## config.mk

```make
export PLATFORM = sky130hd
export DESIGN_NAME = second_chance_page_replacement_top_flat
export DESIGN_NICKNAME = d
export VERILOG_FILES = /design/src/sv/scpr_pkg.sv /design/src/sv/scpr_if.sv /design/src/sv/scpr_cell.sv /design/src/sv/second_chance_page_replacement_top.sv /design/src/flat_wrapper.sv
export SDC_FILE = /design/constraint.sdc
export NUM_CORES = 2
export LEC_CHECK = 0
export ABC_CLOCK_PERIOD_IN_PS = 29200
export BUFFER_PORTS_ARGS = -buffer_cell sky130_fd_sc_hd__buf_4
export CAP_MARGIN = 30
export CORE_AREA = 2 2 452 454
export DETAILED_ROUTE_END_ITERATION = 10
export DIE_AREA = 0 0 454 456
export GPL_TIMING_DRIVEN = 0
export PLACE_DENSITY = 0.69
export SLEW_MARGIN = 10
export SYNTH_ARGS = -nofsm -noshare
export SYNTH_HDL_FRONTEND = slang
export SYNTH_HIERARCHICAL = 1
export SYNTH_SLANG_ARGS = --single-unit
```

## constraint.sdc

```tcl
create_clock -name clk_i -period 29.2 [get_ports clk_i]
set_input_delay 2.92 -clock clk_i [delete_from_list [all_inputs] [get_ports clk_i]]
set_output_delay 2.92 -clock clk_i [all_outputs]
set_load 0.02 [all_outputs]
```

## src/sv/scpr_pkg.sv

```systemverilog
// Shared constants and types for the second-chance page replacement block.
package scpr_pkg;

  localparam int TABLE_SLOTS = 64;
  localparam int PAGE_BITS   = 16;
  localparam int SLOT_W      = 6;
  localparam int ACT_W       = 7;
  localparam int CNT_W       = 32;

  localparam logic [ACT_W-1:0] ACT_RESET = ACT_W'(TABLE_SLOTS);

  typedef enum logic [2:0] {
    ST_IDLE   = 3'b001,
    ST_LOOK   = 3'b010,
    ST_UPDATE = 3'b100
  } state_e;

  typedef enum logic [1:0] {
    SW_HI  = 2'd0,
    SW_LO  = 2'd1,
    SW_ALL = 2'd2
  } sweep_e;

  typedef struct packed {
    logic [PAGE_BITS-1:0] key;
    logic [ACT_W-1:0]     n;
    logic [SLOT_W-1:0]    hand;
    logic [SLOT_W-1:0]    victim;
    sweep_e               mode;
    logic                 update;
    logic                 hit;
    logic [SLOT_W-1:0]    hit_slot;
  } cmd_t;

  typedef struct packed {
    logic                 hit_seen;
    logic [SLOT_W-1:0]    hit_slot;
    logic                 hi_seen;
    logic [SLOT_W-1:0]    hi_slot;
    logic                 lo_seen;
    logic [SLOT_W-1:0]    lo_slot;
    logic                 ev_valid;
    logic [PAGE_BITS-1:0] ev_page;
  } chain_t;

endpackage

```

## src/sv/scpr_if.sv

```systemverilog
// Valid/ready channel interfaces for page accesses and replacement results.
interface scpr_in_if;
  logic                           valid;
  logic                           ready;
  logic [scpr_pkg::PAGE_BITS-1:0] page_number;

  modport source (output valid, output page_number, input ready);
  modport sink (input valid, input page_number, output ready);
endinterface

interface scpr_out_if;
  logic                           valid;
  logic                           ready;
  logic                           was_hit;
  logic [scpr_pkg::SLOT_W-1:0]    slot_used;
  logic                           evicted_valid;
  logic [scpr_pkg::PAGE_BITS-1:0] evicted_page;
  logic [scpr_pkg::CNT_W-1:0]     hits_so_far;
  logic [scpr_pkg::CNT_W-1:0]     misses_so_far;

  modport source (output valid, output was_hit, output slot_used, output evicted_valid,
                  output evicted_page, output hits_so_far, output misses_so_far,
                  input ready);
  modport sink (input valid, input was_hit, input slot_used, input evicted_valid,
                input evicted_page, input hits_so_far, input misses_so_far,
                output ready);
endinterface

```

## src/sv/scpr_cell.sv

```systemverilog
// One page slot: stored page, valid and reference bits, and its link of the search chain.
module scpr_cell (
  input  logic                       clk_i,
  input  logic                       rst_ni,
  input  logic [scpr_pkg::SLOT_W-1:0] slot_idx_i,
  input  scpr_pkg::cmd_t             cmd_i,
  input  scpr_pkg::chain_t           chain_i,
  output scpr_pkg::chain_t           chain_o
);
  import scpr_pkg::*;

  logic [PAGE_BITS-1:0] page_q, page_d;
  logic                 valid_q, valid_d;
  logic                 ref_q, ref_d;

  logic in_range, match, free, upper;
  logic hit_sel, hi_sel, lo_sel, is_victim, in_sweep;

  always_comb begin
    in_range  = {1'b0, slot_idx_i} < cmd_i.n;
    match     = in_range && valid_q && (page_q == cmd_i.key);
    free      = in_range && !ref_q;
    upper     = slot_idx_i >= cmd_i.hand;
    hit_sel   = match && !chain_i.hit_seen;
    hi_sel    = free && upper && !chain_i.hi_seen;
    lo_sel    = free && !upper && !chain_i.lo_seen;
    is_victim = !cmd_i.hit && (slot_idx_i == cmd_i.victim);

    chain_o.hit_seen = chain_i.hit_seen | match;
    chain_o.hit_slot = chain_i.hit_slot | (hit_sel ? slot_idx_i : '0);
    chain_o.hi_seen  = chain_i.hi_seen | (free && upper);
    chain_o.hi_slot  = chain_i.hi_slot | (hi_sel ? slot_idx_i : '0);
    chain_o.lo_seen  = chain_i.lo_seen | (free && !upper);
    chain_o.lo_slot  = chain_i.lo_slot | (lo_sel ? slot_idx_i : '0);
    chain_o.ev_valid = chain_i.ev_valid | (is_victim && valid_q);
    chain_o.ev_page  = chain_i.ev_page | ((is_victim && valid_q) ? page_q : '0);

    case (cmd_i.mode)
      SW_HI:   in_sweep = upper && (slot_idx_i < cmd_i.victim);
      SW_LO:   in_sweep = upper || (slot_idx_i < cmd_i.victim);
      SW_ALL:  in_sweep = 1'b1;
      default: in_sweep = 1'b0;
    endcase
    in_sweep = in_sweep && in_range;

    page_d  = page_q;
    valid_d = valid_q;
    ref_d   = ref_q;
    if (cmd_i.update) begin
      if (cmd_i.hit) begin
        if (slot_idx_i == cmd_i.hit_slot) begin
          ref_d = 1'b1;
        end
      end else if (is_victim) begin
        page_d  = cmd_i.key;
        valid_d = 1'b1;
        ref_d   = 1'b0;
      end else if (in_sweep) begin
        ref_d = 1'b0;
      end
    end
  end

  always_ff @(posedge clk_i or negedge rst_ni) begin
    if (!rst_ni) begin
      valid_q <= 1'b0;
      ref_q   <= 1'b0;
    end else begin
      valid_q <= valid_d;
      ref_q   <= ref_d;
    end
  end

  always_ff @(posedge clk_i) begin
    page_q <= page_d;
  end

endmodule

```

## src/sv/second_chance_page_replacement_top.sv

```systemverilog
// Top level: second-chance page table built from a row of slot cells and a sequencer.
//
//   channel  dir  fields                                   accepted when
//   in_i     in   page_number                              valid && ready
//   out_o    out  was_hit slot_used evicted_valid          valid && ready
//                 evicted_page hits_so_far misses_so_far
//   cfg      in   cfg_wdata_i (active_slots)               cfg_we_i
//
// Each access passes through three steps: accept, chain lookup and sweep search, table update.
// The lookup and the clock sweep resolve in one pass along the slot chain.
// A result waits in the output register; the next access is taken meanwhile, and its
// update holds until that result is taken.
// Reset clears all valid and reference bits, the hand and both counts at once.
module second_chance_page_replacement_top (
  input  logic                        clk_i,
  input  logic                        rst_ni,
  input  logic                        cfg_we_i,
  input  logic [scpr_pkg::ACT_W-1:0]  cfg_wdata_i,
  scpr_in_if.sink                     in_i,
  scpr_out_if.source                  out_o
);
  import scpr_pkg::*;

  state_e               state_q, state_d;
  logic [ACT_W-1:0]     active_q;
  logic [SLOT_W-1:0]    hand_q;
  logic [PAGE_BITS-1:0] key_q;
  logic                 hit_q;
  logic [SLOT_W-1:0]    hit_slot_q;
  logic [SLOT_W-1:0]    victim_q;
  sweep_e               mode_q;
  logic [CNT_W-1:0]     hit_total_q, miss_total_q;

  logic                 out_valid_q;
  logic                 out_hit_q;
  logic [SLOT_W-1:0]    out_slot_q;
  logic                 out_ev_valid_q;
  logic [PAGE_BITS-1:0] out_ev_page_q;

  logic [ACT_W-1:0]     n_eff;
  logic [SLOT_W-1:0]    hand_eff;
  logic [ACT_W-1:0]     victim_inc;
  logic [SLOT_W-1:0]    hand_next;
  logic                 upd_fire;
  cmd_t                 cmd;
  chain_t               chain [TABLE_SLOTS+1];

  always_comb begin
    if (active_q == '0) begin
      n_eff = ACT_W'(1);
    end else if (active_q > ACT_W'(TABLE_SLOTS)) begin
      n_eff = ACT_W'(TABLE_SLOTS);
    end else begin
      n_eff = active_q;
    end
    hand_eff   = ({1'b0, hand_q} >= n_eff) ? '0 : hand_q;
    victim_inc = {1'b0, victim_q} + ACT_W'(1);
    hand_next  = (victim_inc >= n_eff) ? '0 : victim_inc[SLOT_W-1:0];
    upd_fire   = (state_q == ST_UPDATE) && (!out_valid_q || out_o.ready);

    cmd.key      = key_q;
    cmd.n        = n_eff;
    cmd.hand     = hand_eff;
    cmd.victim   = victim_q;
    cmd.mode     = mode_q;
    cmd.update   = upd_fire;
    cmd.hit      = hit_q;
    cmd.hit_slot = hit_slot_q;
  end

  assign chain[0] = '0;

  for (genvar g = 0; g < TABLE_SLOTS; g++) begin : g_cell
    scpr_cell u_cell (
      .clk_i      (clk_i),
      .rst_ni     (rst_ni),
      .slot_idx_i (SLOT_W'(g)),
      .cmd_i      (cmd),
      .chain_i    (chain[g]),
      .chain_o    (chain[g+1])
    );
  end

  assign in_i.ready = (state_q == ST_IDLE);

  always_comb begin
    case (state_q)
      ST_IDLE:   state_d = (in_i.valid) ? ST_LOOK : ST_IDLE;
      ST_LOOK:   state_d = ST_UPDATE;
      ST_UPDATE: state_d = upd_fire ? ST_IDLE : ST_UPDATE;
      default:   state_d = ST_IDLE;
    endcase
  end

  always_ff @(posedge clk_i or negedge rst_ni) begin
    if (!rst_ni) begin
      state_q      <= ST_IDLE;
      active_q     <= ACT_RESET;
      hand_q       <= '0;
      hit_total_q  <= '0;
      miss_total_q <= '0;
      out_valid_q  <= 1'b0;
    end else begin
      state_q <= state_d;
      if (cfg_we_i) begin
        active_q <= cfg_wdata_i;
      end
      if (upd_fire) begin
        out_valid_q <= 1'b1;
        if (hit_q) begin
          if (hit_total_q != '1) begin
            hit_total_q <= hit_total_q + CNT_W'(1);
          end
        end else begin
          hand_q <= hand_next;
          if (miss_total_q != '1) begin
            miss_total_q <= miss_total_q + CNT_W'(1);
          end
        end
      end else if (out_o.ready) begin
        out_valid_q <= 1'b0;
      end
    end
  end

  always_ff @(posedge clk_i) begin
    if (in_i.valid && in_i.ready) begin
      key_q <= in_i.page_number;
    end
    if (state_q == ST_LOOK) begin
      hit_q      <= chain[TABLE_SLOTS].hit_seen;
      hit_slot_q <= chain[TABLE_SLOTS].hit_slot;
      if (chain[TABLE_SLOTS].hi_seen) begin
        victim_q <= chain[TABLE_SLOTS].hi_slot;
        mode_q   <= SW_HI;
      end else if (chain[TABLE_SLOTS].lo_seen) begin
        victim_q <= chain[TABLE_SLOTS].lo_slot;
        mode_q   <= SW_LO;
      end else begin
        victim_q <= hand_eff;
        mode_q   <= SW_ALL;
      end
    end
    if (upd_fire) begin
      out_hit_q      <= hit_q;
      out_slot_q     <= hit_q ? hit_slot_q : victim_q;
      out_ev_valid_q <= !hit_q && chain[TABLE_SLOTS].ev_valid;
      out_ev_page_q  <= hit_q ? '0 : chain[TABLE_SLOTS].ev_page;
    end
  end

  assign out_o.valid         = out_valid_q;
  assign out_o.was_hit       = out_hit_q;
  assign out_o.slot_used     = out_slot_q;
  assign out_o.evicted_valid = out_ev_valid_q;
  assign out_o.evicted_page  = out_ev_page_q;
  assign out_o.hits_so_far   = hit_total_q;
  assign out_o.misses_so_far = miss_total_q;

  a_fire_gives_result: assert property (@(posedge clk_i) disable iff (!rst_ni)
    upd_fire |=> out_o.valid)
    else $error("update did not present a result");

  a_miss_keeps_hits: assert property (@(posedge clk_i) disable iff (!rst_ni)
    (upd_fire && !hit_q) |=> (hit_total_q == $past(hit_total_q)) && !out_o.was_hit)
    else $error("miss changed hit count");

  a_hit_keeps_hand: assert property (@(posedge clk_i) disable iff (!rst_ni)
    (upd_fire && hit_q) |=> (hand_q == $past(hand_q)) && !out_o.evicted_valid)
    else $error("hit moved the hand or evicted a page");

endmodule

```

## src/flat_wrapper.sv

```systemverilog
// flat-port wrapper written by rule: the top's interface ports become plain ports
module second_chance_page_replacement_top_flat import scpr_pkg::*;
  (clk_i, rst_ni, cfg_we_i, cfg_wdata_i, in_i_valid, in_i_page_number, in_i_ready, out_o_valid, out_o_was_hit, out_o_slot_used, out_o_evicted_valid, out_o_evicted_page, out_o_hits_so_far, out_o_misses_so_far, out_o_ready);
  scpr_in_if in_i_i ();
  scpr_out_if out_o_i ();
  input  logic clk_i;
  input  logic rst_ni;
  input  logic cfg_we_i;
  input  logic [scpr_pkg::ACT_W-1:0] cfg_wdata_i;
  input wire logic [$bits(in_i_i.valid)-1:0] in_i_valid;
  input wire logic [$bits(in_i_i.page_number)-1:0] in_i_page_number;
  output wire logic [$bits(in_i_i.ready)-1:0] in_i_ready;
  output wire logic [$bits(out_o_i.valid)-1:0] out_o_valid;
  output wire logic [$bits(out_o_i.was_hit)-1:0] out_o_was_hit;
  output wire logic [$bits(out_o_i.slot_used)-1:0] out_o_slot_used;
  output wire logic [$bits(out_o_i.evicted_valid)-1:0] out_o_evicted_valid;
  output wire logic [$bits(out_o_i.evicted_page)-1:0] out_o_evicted_page;
  output wire logic [$bits(out_o_i.hits_so_far)-1:0] out_o_hits_so_far;
  output wire logic [$bits(out_o_i.misses_so_far)-1:0] out_o_misses_so_far;
  input wire logic [$bits(out_o_i.ready)-1:0] out_o_ready;
  assign in_i_i.valid = in_i_valid;
  assign in_i_i.page_number = in_i_page_number;
  assign in_i_ready = in_i_i.ready;
  assign out_o_valid = out_o_i.valid;
  assign out_o_was_hit = out_o_i.was_hit;
  assign out_o_slot_used = out_o_i.slot_used;
  assign out_o_evicted_valid = out_o_i.evicted_valid;
  assign out_o_evicted_page = out_o_i.evicted_page;
  assign out_o_hits_so_far = out_o_i.hits_so_far;
  assign out_o_misses_so_far = out_o_i.misses_so_far;
  assign out_o_i.ready = out_o_ready;
  second_chance_page_replacement_top u_core (.clk_i(clk_i), .rst_ni(rst_ni), .cfg_we_i(cfg_we_i), .cfg_wdata_i(cfg_wdata_i), .in_i(in_i_i), .out_o(out_o_i));
endmodule
```

# Word-level counts from Yosys, hierarchy flattened
# Cells that the tools add are included.
# op_classes
addsub	3
n_lt_le_gt_ge	195
eq_ne	261
n_mux	586
bitwise	502
n_reduce_logical	1352
# op_table
cell	count
16-bit equality test	64
16-bit two-way mux	64
16-bit OR	63
1-bit logical AND	768
6-bit two-way mux	101
6-bit OR	96
3-bit AND reduction	130
6-bit equality test (first input constant)	64
1-bit logical NOT	319
6-bit by 5-bit OR with 6-bit output	48
1-bit two-way mux	261
1-bit OR	252
5-bit two-way mux	48
6-bit by 7-bit less-than comparator with 1-bit output (first input constant)	32
5-bit by 6-bit equality test with 1-bit output (first input constant)	32
6-bit greater-or-equal comparator (first input constant)	32
6-bit less-than comparator (first input constant)	32
1-bit one-hot mux with 3 select lines	64
3-bit nonzero test	64
6-bit by 4-bit OR with 6-bit output	24
2-bit != test (second input constant)	64
5-bit by 7-bit less-than comparator with 1-bit output (first input constant)	16
4-bit by 6-bit equality test with 1-bit output (first input constant)	16
5-bit by 6-bit greater-or-equal comparator with 1-bit output (first input constant)	16
other kinds (41)	229
# totals
ff_bits	1288
output_inout_bits	90
word_cells	3106

# Longest topological paths before layout
# depth
word_depth	76
depth_mapped	111

# Modules after synthesis
# The synthesis kept the hierarchy.
# modules_own_cells
mod	n_inst	cells_each	area_per_inst_um2	seq_area_each_um2
scpr_cell (u_core.g_cell[0].u_cell ...)	39	162	1621.6	530.5
scpr_cell (u_core.g_cell[46].u_cell ...)	24	162	1640.3	530.5
second_chance_page_replacement_top	1	537	6352.3	3681.0
scpr_cell (u_core.g_cell[45].u_cell)	1	163	1587.8	530.5

# Worst setup path after synthesis
# OpenSTA, ideal clock, no wires.
# synth_timing
path_kind	reg-to-reg
start	reg u_core.active_q[1]
end	reg u_core.victim_q[0] (data pin)
setup_ps	256
arrival_ps	23946
t_required_ps	28944
slack_ps	4999
path_stages_with_launch	83
synth_period_minus_slack_ps	24201
cell_sequence	dfrtp_1 nor3_1 a21oi_1 nor2_1 ha_1 nand2b_1 a21o_1 a211o_1 nand2_1 clkbuf_1 and2_1 inv_1 ha_1 nand2_1 o21ai_1 a41oi_1 or3b_4 or2b_1 (+47 left out) or2_2 or2_2 or2_2 or2_2 or2_2 or2_2 or2_2 or2_2 or2_2 or2_2 or2_2 or2_2 or2_2 or2_2 nor2b_1 clkbuf_1 a22o_1 a31o_2
# synth_rtl
item	line	text
start, declared	second_chance_page_replacement_top.sv:25	logic [ACT_W-1:0] active_q;
start signal, assigned	second_chance_page_replacement_top.sv:106	active_q <= cfg_wdata_i;
end signal, assigned	second_chance_page_replacement_top.sv:134	victim_q <= chain[TABLE_SLOTS].hi_slot;
end signal, assigned	second_chance_page_replacement_top.sv:137	victim_q <= chain[TABLE_SLOTS].lo_slot;
end signal, assigned	second_chance_page_replacement_top.sv:140	victim_q <= hand_eff;
end, declared	second_chance_page_replacement_top.sv:30	logic [SLOT_W-1:0] victim_q;

==> metrics <==
gp weighted congestion=0.838; pwr dens=~50 nW/µm²; normalized max-slew margin=between 30 and 40%; result of the run=complete, no violations; overflow left after global routing=0; time the final worst path needs with I/O delays and setup=about 24 ns; family of cells with the greatest summed delay on the critical path=simple AND/OR/NAND/NOR gates; area of the die=207000 µm²; pre-CTS worst setup slack=between 5 and 6 ns; proportion of synthesized chip area in sequential cells=around 34%; clk sink count=1288; combined area of the multi-input logic cells=between 70000 and 80000 µm²; crit path max fanout=39; worst vdd rail ir drop=roughly 0.000065 V; wire length after detailed routing=between 300000 and 400000 µm; standard-cell rows=between 150 and 200; Crit path top cell by count=or2b_1; transition at the pin with the smallest max-transition slack=between 0.9 and 1 ns; flop and latch count out of synthesis=approximately 1300; Max Transition Viols Final=0; layout filler cell count=approximately 16000; first-pass GRT wire length=between 400000 and 500000 µm; endpoint arrival time on the critical path=24.28 ns; Synth async-reset ratio=16.2%; number of enable flip-flop cells after synthesis=approximately 1100; Max Clock Freq=about 0.042 GHz; Final Hold Violating Endpoints=0; hold-fix buffers at CTS=0; count of buffering cells on the critical path with inverters included=4; number of DRC violations after detailed routing=0; share of the core filled with cells in the final layout=roughly two thirds; number of global-route vias before repair=91400; primary flip-flop cell chosen by synthesis mapping=edfxtp_1; routed length per instance=roughly 18 µm; nets=about 15000; Inserted Clock Buffers=147; synth unique cells=67; startpoint of the lowest-slack register-to-register path=u_core/active_q[1]$_DFFE_PN0P_; area inside the core boundary=202000 µm²; half-perimeter wire length after detailed placement=~240000 µm; Reg clk slew, reported paths=roughly 0.06 ns; TritonCTS clock tree=done; clock tree root driver cell=clkbuf_16; Skew-Pair Late Insertion Delay=about 0.85 ns; Post-Synthesis Mean Instance Area=around 10 µm²; count of antenna diodes in the layout=0; Period Utilization, post-route=between 80% and 90%; synthesized instance count=about 11000; Storage cell area=between 30000 and 40000 µm²; maximum number of pins on one net before global-route repair=just over 80; signed area change from the synthesized netlist to the final layout=22.5%; number of buffers inserted to repair setup after CTS=0; y dimension of the die=456 µm; total global routing track utilization=between 20% and 30%; max incr delay on CP=0.63 ns; starting density of the core=54.8%; die width=around 450 µm; vias after detailed routing=89800; number of gates given a new drive strength after cts=0; Worst Slack Setup Final=approximately 5.5 ns; critical path class=reg -> reg; CP endpoint kind=register; number of levels the H-tree was split into=4; combined area of all synthesized cells=roughly 110000 µm²; Hold Crit Start=u_core/g_cell[8].u_cell/valid_q$_DFFE_PN0P_; crit path from=u_core/active_q[1]$_DFFE_PN0P_; final-report setup violation count=0; type of the most critical hold path=reg -> reg; average vias per placed instance=between 5 and 6; remaining antenna violation count=0; required time at the worst-slack endpoint=29.78 ns; launching element type of the critical path=register; library cell contributing the largest single delay on the critical path=nor2_4; share of cells above drive strength 1=between 10% and 20%; max-cap violation count=0; worst-case clock skew=~0.038 ns; unrepaired setup endpoints after global routing=no; I/O pin count=about 120; initial antenna violation count=0; leak pwr=65.7 nW; Initial DRT Pass Iterations=5; Ys Warns=6; initial drt markers=between 5000 and 6000; clk buf depth=3; IO Port Bufs=~120
Yosys cell counts, drive strengths merged, types with 68 or more instances:
cell type  count  area (µm²)
xor2         525        4600
nor2b        170        1060
nor4         164        1960
inv         1226        4600
a211oi       139        1040
nor2         313        1770
or2          152         951
dfrtp        207        5180
and4          68         596
nand4        180        1130
nor3         112         566
a21o        2356       17800
edfxtp      1079       32400
xnor2        944        8270
nand2        220         826
nand3        364        1820
buf           95         488
a21oi        338        2050
ha          1104       13800
nand2b       150         938
o21ai        249        1250
power breakdown:
part | leakage, nW | switching, mW | internal [mW]
sequential | 12.5 | 0.0555 | 2.09
clock | 2.37 | 0.812 | 1.07
combinational | 50.7 | 1.57 | 1.20
path summary, 6_finish.rpt:
kind | cells after the start | end | slack, ns
max | 83 | u_core/victim_q[1]$_DFFE_PP_ | 5.50
min reg2reg | 1 | u_core/g_cell[8].u_cell/valid_q$_DFFE_PN0P_ | 0.48
min in group asynchronous | 1 | u_core/g_cell[13].u_cell/ref_q$_DFFE_PN0P_ | 1.91
min | 1 | u_core/g_cell[8].u_cell/valid_q$_DFFE_PN0P_ | 0.48
max in group asynchronous | 3 | u_core/g_cell[42].u_cell/ref_q$_DFFE_PN0P_ | 26.11
max reg2reg | 83 | u_core/victim_q[1]$_DFFE_PP_ | 5.50
through the flow:
| step | hold WS, ns | setup TNS [ns] | total power [mW] | cells | area (µm²) |
|---|---|---|---|---|---|
| finish | 0.481 | 0 | 6.80 | 16900 | 135000 |
| global route | 0.499 | 0 | 7.20 | 16900 | 135000 |
| CTS | 0.485 | 0 | 6.80 | 16900 | 135000 |
| detailed placement | 0.469 | 0 | 4.90 | 16600 | 130000 |
| global placement | 0.465 | -13.13 | 4.76 | 16400 | 125000 |
| floorplan | 0.452 | 0 | 4.07 | 13600 | 121000 |
registers in the layout, indices dropped and copies added (netlist names):
signal and cells:
u_core/g_cell.u_cell/ref_q 64, u_core/hit_q 1, u_core/g_cell.u_cell/valid_q 64, u_core/out_o.misses_so_far 32
u_core/hand_q 6, u_core/out_o.hits_so_far 32, u_core/g_cell.u_cell/page_q 1024, u_core/victim_q 6
u_core/out_o.was_hit 1, u_core/out_o.valid 1, u_core/hit_slot_q 6, u_core/state_q 3
u_core/out_o.slot_used 6, u_core/out_o.evicted_valid 1, u_core/out_o.evicted_page 16, u_core/mode_q 2
u_core/active_q 7, u_core/key_q 16
per-layer routing:
layer	GRT usage (%)	up-vias	routed length (µm)
li1	-	43500	-
met2	50.0	2069	147000
met1	38.1	43500	133000
met4	9.03	0	9400
met5	0	-	0
met3	3.04	635	13800
cell families after synthesis:
group	share of synthesized area, %
AO/OA/AOI/OAI	23.8
AND/OR/NAND/NOR	13.2
XOR/XNOR	11.6
buffers and inverters	4.66
flip-flops	34.0
adder cells (fa/ha/maj)	12.5
multiplexers	0.163
other	0.00679
layout by cell type (no fill, tap or decap), types with 150 or more instances in the layout:
cell type and instances:
a21o_1 2254, a21oi_1 289, buf_8 178, conb_1 2665
dfrtp_1 207, edfxtp_1 1079, ha_1 1104, inv_1 1221
nand2_1 220, nand2b_1 150, nand3_1 364, nand4_1 180
nor2_1 194, o21ai_0 208, or2_2 152, xnor2_1 944
xor2_1 525
area by class of cell:
cell class / instances / area share [%]
Multi-Input combinational cell: 10900 / 57.6
Tap cell: 2672 / 2.47
Inverter: 1227 / 3.41
Sequential cell: 1288 / 27.8
Timing Repair Buffer: 400 / 4.69
Clock buffer: 197 / 2.98
Clock inverter: 74 / 0.665
Buffer: 111 / 0.408
(Power assumes the default switching activity.)
